**config.mk**
```make
export PLATFORM = sky130hd
export DESIGN_NAME = qte_isqrt_cell
export DESIGN_NICKNAME = d
export VERILOG_FILES = /design/src/design/qte_pkg.sv /design/src/design/qte_isqrt_cell.sv
export SDC_FILE = /design/constraint.sdc
export NUM_CORES = 1
export LEC_CHECK = 0
export ABC_CLOCK_PERIOD_IN_PS = 6650
export CORE_MARGIN = 8
export CORE_UTILIZATION = 40
export DETAILED_ROUTE_END_ITERATION = 7
export DONT_BUFFER_PORTS = 1
export GPL_ROUTABILITY_DRIVEN = 0
export PLACE_DENSITY_LB_ADDON = 0.15
export RECOVER_POWER = 100
export SLEW_MARGIN = 20
export SYNTH_ARGS = -nofsm -noshare
export SYNTH_HDL_FRONTEND = slang
export SYNTH_SLANG_ARGS = --single-unit
```
**constraint.sdc**
```tcl
create_clock -name clk -period 6.65 [get_ports clk]
set_input_delay 0.665 -clock clk [delete_from_list [all_inputs] [get_ports clk]]
set_output_delay 0.665 -clock clk [all_outputs]
set_load 0.02 [all_outputs]
```
**src/design/qte_pkg.sv**
```systemverilog
// Shared types and constants for the quaternion to Euler angle block.
// No dependencies; used by the cells and the top level.
package qte_pkg;

	localparam int XW       = 37;  // CORDIC vector width, Q.28 with headroom
	localparam int ZW       = 28;  // angle accumulator width, Q.24
	localparam int SW       = 30;  // clamped pitch term width
	localparam int SQ_W     = 58;  // square root remainder and root width
	localparam int SQ_STEPS = 29;  // one root bit per cell
	localparam int ATAN_LEN = 24;

	localparam logic signed [XW-1:0] ONE_Q28 = XW'(64'sd268435456);
	localparam logic signed [ZW-1:0] PI_Q24  = 28'sd52707179;
	localparam logic signed [17:0]   ANGLE_MAX = 18'sd25736;
	localparam logic signed [17:0]   PITCH_MAX = 18'sd12868;

	localparam logic signed [ZW-1:0] ATAN_Q24 [ATAN_LEN] = '{
		28'sd13176795, 28'sd7778716, 28'sd4110060, 28'sd2086331,
		28'sd1047214,  28'sd524117,  28'sd262123,  28'sd131069,
		28'sd65536,    28'sd32768,   28'sd16384,   28'sd8192,
		28'sd4096,     28'sd2048,    28'sd1024,    28'sd512,
		28'sd256,      28'sd128,     28'sd64,      28'sd32,
		28'sd16,       28'sd8,       28'sd4,       28'sd2
	};

	typedef struct packed {
		logic                 zero;
		logic signed [XW-1:0] x;
		logic signed [XW-1:0] y;
		logic signed [ZW-1:0] z;
	} cordic_vec_t;

	typedef struct packed {
		logic [SQ_W-1:0] n;
		logic [SQ_W-1:0] r;
	} sq_t;

	typedef struct packed {
		logic signed [XW-1:0] roll_n;
		logic signed [XW-1:0] roll_d;
		logic signed [XW-1:0] yaw_n;
		logic signed [XW-1:0] yaw_d;
		logic signed [SW-1:0] s;
	} terms_t;

	// Q.24 angle to Q.13, rounding half up, then saturating to +/- lim.
	function automatic logic signed [17:0] round_sat(input logic signed [ZW-1:0] a,
			input logic signed [17:0] lim);
		logic signed [ZW:0]  sum;
		logic signed [17:0]  r;
		sum = (ZW+1)'(a) + (ZW+1)'(1024);
		r   = 18'(sum >>> 11);
		if (r > lim)
			r = lim;
		if (r < -lim)
			r = -lim;
		return r;
	endfunction

endpackage

```
**src/design/qte_isqrt_cell.sv**
```systemverilog
// One cell of the pipelined integer square root: settles one root bit.
// Depends on qte_pkg.
module qte_isqrt_cell #(
	parameter int K = 0
) (
	input  logic         clk,
	input  logic         en,
	input  qte_pkg::sq_t sin,
	output qte_pkg::sq_t sout
);
	import qte_pkg::*;

	localparam logic [SQ_W-1:0] BIT = SQ_W'(1) << (2 * K);

	logic [SQ_W-1:0] trial;
	sq_t             nxt;

	always_comb begin
		trial = sin.r + BIT;
		if (sin.n >= trial) begin
			nxt.n = sin.n - trial;
			nxt.r = (sin.r >> 1) + BIT;
		end else begin
			nxt.n = sin.n;
			nxt.r = sin.r >> 1;
		end
	end

	always_ff @(posedge clk) begin
		if (en)
			sout <= nxt;
	end

endmodule

```
==> qor.csv, run 1 <==
metric;value;unit
p_int;1.72;mW
post-route-period-util;89.8;%
status;complete, no violations;
drt_iter0_drc;862;
die_w;176;microns
fp.dieH;176;microns
cp-end-kind;flop;
p_leak;3.90;nW
cp_max_fo;36;
num_rows;58;
wl_per_cell;24.5;microns
drt-total-wl;36700;microns
rsz0062_at_grt;no;
worstPathArrival;6.12;ns
top_level_ports;234;
antenna_left;0;
pre_cts_slack;0.464;ns
core;25100;sq um
hpwl;29100;microns
diodes;0;
antenna_found_initial;0;
swShare;33.6;%
final_area;10900;sq um
grt_pass1_vias;8751;
cts-hold-fix-buffers;0;
fin_util;43.6;%
cp_slowest_cell;nor4b_1;
synth_top_cell_by_area;edfxtp_1;
timing.fmax;0.167;GHz
cpPeakStageDelay;0.65;ns
ys_warn_count;0;
dpl-instance-area;10400;sq um
cts_buffers;17;
cts_buffer_depth;2;
yosys_most_used_dff;edfxtp_1;
synth_edf_count;116;
critPathLaunchType;primary input;
clkPwrFrac;37.5;%
tightestPinTransition;0.974;ns
layout_commonest_cell;nand2_1;
setup_slack;0.680;ns
final_cell_mix;125 x nand2_1, 124 x nor2_1, 117 x a21oi_1;
power;2.59;mW
post-route-min-period;5.97;ns
cp_cell_sequence;ha_1 -> nand3_1 -> nor4_1 -> nand2_1 -> nor2_1 -> nand3_1 -> or2_2 -> nor3_1 -> xnor2_1 -> ha_1 -> nand2_1 -> o21ai_0 -> a41o_1 -> o21ba_1 -> o211a_1 -> a21oi_1 -> nor2_4 -> nor4b_1 -> xor2_1;
grt_first_pass_wirelength;53900;microns
max-vdd-ir-drop;0.000132;V
maxCapViolCount;0;
syn_area_per_cell;8.58;sq um
overflow;0;
fin_setup_tns;0;ns
grt_max_degree;117;
cts.sinks;116;
power_switching;0.868;mW
cts-root-buf;clkbuf_16;
yosysSeqAreaShare;34.1;%
p_seq_share;41.1;%
critical_path_class;in -> reg;
track_usage;23.0;%
drc;0;
htree_num_levels;4;
num_vias;8991;
nFillCells;2555;
drive_above_1_share;5.57;%
combPwrFrac;21.4;%
initial_core_util;40.6;%
postCtsSetupBuffers;0;
ys_ff_latch;116;
async_flop_share;0;%
maxSlewViolCount;0;
netlist_area;10200;sq um
clkTransAtPathRegs;0.06;ns
netlist.area_leader.share;34.1;%
synthCells;1189;
cts_tree;done;
setup_viol;0;
relSlewSlack;34.9;%
avgViaCountPerCell;6.00;
largestRegisters;sout (116);
synth_cell_types;76;
hold_viol;0;
nNetsFinal;1334;
cts.repair.resized;0;
dieArea;30900;sq um
largest_register_ffs;116;
powerDensity;236;nW/um^2
syn_to_final_growth;7.23;%
ys_top_cells_by_area;edfxtp_1 34%, ha_1 7.4%, xor2_1 7.2%;
regMostFlops;sout;
hold_class;in -> reg;
io_buffers;0;
drt-pass1-iter-count;5;
synth_fp_nets;1368;
required;6.80;ns
[logic make-up after synthesis]
kind of cell	count (synthesis)	synth area share (%)
DFF	116	34.1
buffers and inverters	95	4.13
muxes	3	0.319
adders and majority gates	61	7.55
and+or+nand+nor	479	23.6
AOI/OAI and AO/OA	276	16.6
xor gates and xnor gates	159	13.6
[Yosys cell counts (5+ instances only)]
master / number
or2_2: 7
o21a_1: 8
buf_2: 23
o21ai_0: 56
nor2_1: 125
a21o_1: 23
and2_1: 6
nor4_2: 5
xor2_1: 84
nor2b_1: 8
nand2_1: 125
or4_1: 6
a211oi_1: 7
and3_1: 18
inv_1: 29
or3_1: 14
nor4_1: 11
a31oi_1: 6
nand4_1: 49
o21bai_1: 13
a21oi_1: 116
and4_1: 5
clkbuf_1: 33
ha_1: 60
buf_4: 7
edfxtp_1: 116
nand3_1: 32
o211ai_1: 8
nand2b_1: 7
xnor2_1: 75
nor3_1: 41
[layer usage]
layer	global-route usage [%]	wire, microns	up-vias
li1	-	-	4263
met1	28.4	15100	4234
met2	37.8	17000	422
met3	7.02	3560	72
met4	7.17	1020	0
met5	0	0	-
[per-stage QoR]
step / hold slack, ns / std cells
global route: 0.344 / 1498
CTS: 0.349 / 1498
detailed placement: 0.797 / 1466
finish: 0.354 / 1498
floorplan: 0.777 / 1189
global placement: 0.793 / 1466
[power groups by stage]
stage,Combinational (mW),Clock (mW),Sequential (mW)
2_1_floorplan,0.434,0,1.06
3_3_place_gp,0.545,0,1.08
3_5_place_dp,0.547,0,1.08
4_1_cts,0.551,0.984,1.07
5_1_grt,0.613,1.01,1.07
6_report,0.554,0.971,1.06
[area by class of cell]
cell class | instances | area, sq um | share of cell area, %
well taps | 330 | 413 | 3.77
multi-input cells | 978 | 6230 | 57.0
flip-flops and latches | 116 | 3480 | 31.8
repair buffers | 13 | 98.8 | 0.903
clock buffers | 17 | 425 | 3.89
clock inverters | 15 | 180 | 1.65
inverters | 29 | 109 | 0.995
[final timing paths]
path               start   endpoint  slack [ns]  cells past startpoint
setup / recovery  sin[1]   sout[32]        0.68                     19
hold / removal        en  sout[105]        0.35                      0
[critical path, delay by kind of cell]
family / cells / cell delay [ns]
xor+xnor: 2 / 0.30
fa+ha+maj: 2 / 0.61
compound gates: 5 / 1.69
simple gates: 10 / 2.86
Power figures use the tool's default switching activity.
==> run 2, diff against run 1 <==
--- a/config.mk
+++ b/config.mk
@@ -11,6 +11,7 @@
 export DETAILED_ROUTE_END_ITERATION = 7
 export DONT_BUFFER_PORTS = 1
 export GPL_ROUTABILITY_DRIVEN = 0
+export GPL_TIMING_DRIVEN = 0
 export PLACE_DENSITY_LB_ADDON = 0.15
 export RECOVER_POWER = 100
 export SLEW_MARGIN = 20
==> qor.csv, run 2 (synthesized netlist as in run 1, its figures left out) <==
metric;value;unit
post-route-period-util;96.2;%
track_usage;23.8;%
wl_per_cell;24.6;microns
drive_above_1_share;6.96;%
nNetsFinal;1387;
status;complete, no violations;
clkTransAtPathRegs;0.07;ns
cts_buffer_depth;2;
largestRegisters;sout (116);
cp_slowest_cell;a2111oi_2;
p_int;1.69;mW
grt_max_degree;117;
drt-pass1-iter-count;6;
drt_iter0_drc;886;
cpPeakStageDelay;0.59;ns
top_level_ports;234;
tightestPinTransition;0.838;ns
setup_viol;0;
multi_input_area;6250;sq um
maxSlewViolCount;0;
drt-total-wl;38200;microns
worstPathArrival;6.59;ns
cp_cell_sequence;ha_1 -> nand3_1 -> nor4_4 -> nand2_1 -> nor2_1 -> nand3_1 -> or2_2 -> clkbuf_1 -> nor2_1 -> xnor2_1 -> ha_1 -> buf_2 -> nand4_1 -> or3_1 -> a2111oi_2 -> o2111ai_1 -> a211oi_2 -> o311ai_0 -> a2111o_1 -> o311ai_1;
dpl-instance-area;10600;sq um
fin_setup_tns;0;ns
cp-end-kind;flop;
core;25100;sq um
dieArea;30900;sq um
relSlewSlack;43.6;%
clkPwrFrac;36.3;%
fp.dieH;176;microns
die_w;176;microns
postCtsSetupBuffers;0;
timing.fmax;0.156;GHz
powerDensity;232;nW/um^2
setup_slack;0.251;ns
antenna_found_initial;2;
hold_viol;0;
initial_core_util;40.6;%
p_leak;4.01;nW
syn_to_final_growth;9.21;%
overflow;0;
antenna_left;0;
cp_max_fo;9;
required;6.84;ns
p_seq_share;40.9;%
htree_num_levels;4;
num_rows;58;
final_area;11100;sq um
avgViaCountPerCell;5.95;
fin_util;44.4;%
regMostFlops;sout;
swShare;34.9;%
maxCapViolCount;0;
num_vias;9242;
critical_path_class;in -> reg;
nFillCells;2598;
power_switching;0.905;mW
seq_area;3480;sq um
grt_pass1_vias;8766;
largest_register_ffs;116;
cts-root-buf;clkbuf_16;
combPwrFrac;22.8;%
cts_buffers;17;
pre_cts_slack;-0.615;ns
grt_first_pass_wirelength;54900;microns
hold_class;in -> reg;
io_buffers;0;
hpwl;30100;microns
rsz0062_at_grt;no;
cts.sinks;116;
post-route-min-period;6.40;ns
final_cell_mix;125 x nand2_1, 125 x nor2_1, 116 x a21oi_1, 116 x edfxtp_1, 84 x xor2_1;
critPathLaunchType;primary input;
drc;0;
max-vdd-ir-drop;0.000144;V
cts_tree;done;
run 2: cell count changes in the layout (fill, tap and decap cells not counted), moves of 2 or more:
cell / change
buf_4: -4
o21ai_0: +2
clkbuf_1: +32
buf_2: +18
clkbuf_2: +7
run 2: stage by stage:
stage	std cells	total power [mW]	hold WS, ns
after floorplan	1189	1.49	0.777
after global placement	1519	1.66	0.792
after detailed placement	1519	1.66	0.797
after CTS	1551	2.60	0.335
after global routing	1552	2.69	0.327
final	1552	2.59	0.343
run 2: final timing paths:
path / start / endpoint / slack, ns / cells past startpoint
worst max-delay path: sin[1] / sout[115] / 0.25 / 20
worst min-delay path: en / sout[105] / 0.34 / 0
run 2: routing by layer:
metal	share of wire [%]	track usage [%]	vias up	wire [microns]
met1	41	29.0	4392	15600
li1	-	-	4373	-
met5	0.034	0	-	13
met3	10	7.90	56	3880
met2	46	38.2	419	17600
met4	2.9	9.40	2	1090
run 2: final cells by class:
cell class | count | share of cell area [%]
buffer | 66 | 2.74
inverter | 29 | 0.977
clock buffer | 17 | 3.82
antenna | 1 | 0.0225
tap | 330 | 3.70
multi-input combinational | 978 | 56.1
sequential | 116 | 31.3
clock inverter | 15 | 1.43
run 2: critical path: cells and delay by family:
kind	cells	cell delay (ns)
AND/OR/NAND/NOR	9	2.53
XOR/XNOR	1	0.16
AO/OA/AOI/OAI	6	2.29
buffers and inverters	2	0.45
adder cells (fa/ha/maj)	2	0.50
run 2: power by group through the flow:
stage | Clock, mW | Sequential, mW | Combinational, mW
2_1_floorplan | 0 | 1.06 | 0.434
3_3_place_gp | 0 | 1.08 | 0.581
3_5_place_dp | 0 | 1.08 | 0.581
4_1_cts | 0.951 | 1.06 | 0.587
5_1_grt | 0.970 | 1.07 | 0.652
6_report | 0.940 | 1.06 | 0.592
run 2: timing repair:
action,in CTS,in global routing
hold buffers,0,0
endpoints found under the hold margin,0,0
resized for setup,3,1
pin swaps,0,0
endpoints found under the setup margin,7,1
==> run 3, diff against run 2 <==
--- a/config.mk
+++ b/config.mk
@@ -5,6 +5,7 @@
 export SDC_FILE = /design/constraint.sdc
 export NUM_CORES = 1
 export LEC_CHECK = 0
+export ABC_AREA = 1
 export ABC_CLOCK_PERIOD_IN_PS = 6650
 export CORE_MARGIN = 8
 export CORE_UTILIZATION = 40
==> qor.csv, run 3 <==
metric;value;unit
synthCells;2106;
synth_common_cells;773 x nand2_1, 409 x inv_1, 175 x nor2_1;
track_usage;27.3;%
hold_path_depth;0;
grt_first_pass_wirelength;77700;microns
cts_tree;done;
cts-root-buf;clkbuf_16;
p_leak;7.17;nW
combPwrFrac;26.9;%
drt_iter0_drc;1368;
syn_area_per_cell;6.14;sq um
largest_register_ffs;116;
synthSimpleGateAreaFrac;38.7;%
p_seq_share;38.0;%
dieArea;38300;sq um
grt_pass1_vias;12933;
initial_core_util;40.2;%
synth_top_family_by_area;simple AND/OR/NAND/NOR gates;
hpwl;44400;microns
post-route-min-period;5.81;ns
setup_slack;0.840;ns
fin_setup_tns;0;ns
clkTransAtPathRegs;0.06;ns
netlist_area;12900;sq um
cp-end-kind;flop;
crit_family;simple AND/OR/NAND/NOR gates;
yosysSeqAreaShare;26.9;%
muxShareOfSynthArea;0;%
cp_slowest_cell;clkbuf_1;
synth_xor_area_share;9.21;%
netlist.area_leader.share;26.9;%
required;6.77;ns
crit_top_cell;nand2_1;
swShare;36.8;%
powerDensity;208;nW/um^2
synth-compound-area-share;5.15;%
clkPwrFrac;35.1;%
cts-hold-fix-buffers;0;
drt-pass1-iter-count;6;
maxSlewViolCount;0;
drt-total-wl;53600;microns
antenna_found_initial;0;
synth_fp_nets;2285;
synth_top_cell_by_area;edfxtp_1;
timing.fmax;0.172;GHz
diodes;0;
power;2.92;mW
htree_num_levels;4;
cpPeakStageDelay;0.73;ns
max-vdd-ir-drop;0.000184;V
synth_most_common_cell;nand2_1;
synth_edf_count;116;
nFillCells;3484;
layout_commonest_cell;nand2_1;
core;32200;sq um
final_cell_mix;773 x nand2_1, 409 x inv_1, 177 x nor2_1;
post-route-period-util;87.4;%
rsz0062_at_grt;no;
nNetsFinal;2304;
regMostFlops;sout;
cts_buffers;17;
ys_top_cells_by_area;edfxtp_1 27%, nand2_1 22%, inv_1 12%;
largestRegisters;sout (116);
yosys_most_used_dff;edfxtp_1;
tightestPinTransition;0.879;ns
syn_to_final_growth;8.54;%
fp.dieH;196;microns
hold_viol;0;
worstPathArrival;5.93;ns
critical_path_class;in -> reg;
top_level_ports;234;
cp_cell_sequence;buf_2 -> inv_1 -> nor2_2 -> nand2_1 -> nor2_2 -> nand2_1 -> nor2_1 -> nand4_1 -> xor2_1 -> ha_1 -> nand2_1 -> inv_2 -> nand2_1 -> nor3_1 -> nand2_1 -> nor3_2 -> nand2_1 -> nand3_1 -> clkbuf_1 -> buf_6 -> o21ai_0;
grt_max_degree;117;
async_flop_share;0;%
cp_max_fo;10;
hold_class;in -> reg;
drc;0;
num_rows;66;
crit_buf_inv;5;
drive_above_1_share;3.56;%
cts.repair.resized;0;
cts_buffer_depth;2;
num_vias;13399;
setup_viol;0;
antenna_left;0;
overflow;0;
postCtsSetupBuffers;0;
critPathLaunchType;primary input;
die_w;196;microns
synth_cell_types;33;
synthAdderAreaFrac;5.96;%
cp.depth;21;
p_int;1.84;mW
ys_ff_latch;116;
pre_cts_slack;1.14;ns
power_switching;1.07;mW
cts.sinks;116;
io_buffers;0;
maxCapViolCount;0;
ys_warn_count;0;
status;complete, no violations;
wl_per_cell;21.0;microns
relSlewSlack;41.4;%
avgViaCountPerCell;5.26;
[run 3: final timing paths]
check	startpoint	endpoint	slack [ns]
hold / removal	en	sout[111]	0.34
setup / recovery	sin[3]	sout[84]	0.84
[run 3: cell families (layout without fill, tap and decap cells)]
logic type	Yosys count	after routing
compound gates	131	131
xor+xnor	136	136
fa+ha+maj	61	61
buf+inv	451	482
flops	116	116
simple gates	1211	1211
[run 3: stage by stage]
step                      instances  instance area, sq um  util (%)  hold slack, ns
after floorplan                2106                 12900         -           0.777
after global placement         2514                 13400      41.7           0.790
after detailed placement       2514                 13400      41.7           0.793
after CTS                      2545                 14100      43.7           0.331
after global routing           2545                 14000      43.6           0.324
final                          2545                 14000      43.6           0.336
[run 3: final cells by class]
class,count,area [sq um],area share [%]
clock inverters,12,186,1.33
clock buffers,19,433,3.08
plain buffers,31,220,1.57
well taps,408,510,3.64
multi-input cells,1539,7630,54.3
flip-flops and latches,116,3480,24.8
inverters,420,1580,11.2
[run 3: metal layers]
metal  GRT usage, %  up-vias  wire length, microns  share of wire [%]
met4           16.2        0                  3210                6.0
met2           44.4      660                 23900                 45
met1           32.8     6019                 21600                 40
met3           6.03      137                  4860                9.1
met5              0        -                     0                  0
li1               -     6583                     -                  -
[run 3: power groups by stage]
| stage | combinational (mW) | clock, mW | sequential [mW] |
|---|---|---|---|
| floorplan | 0.553 | 0 | 1.10 |
| global placement | 0.766 | 0 | 1.13 |
| detailed placement | 0.769 | 0 | 1.13 |
| CTS | 0.774 | 1.04 | 1.11 |
| global route | 0.877 | 1.06 | 1.12 |
| finish | 0.784 | 1.02 | 1.11 |
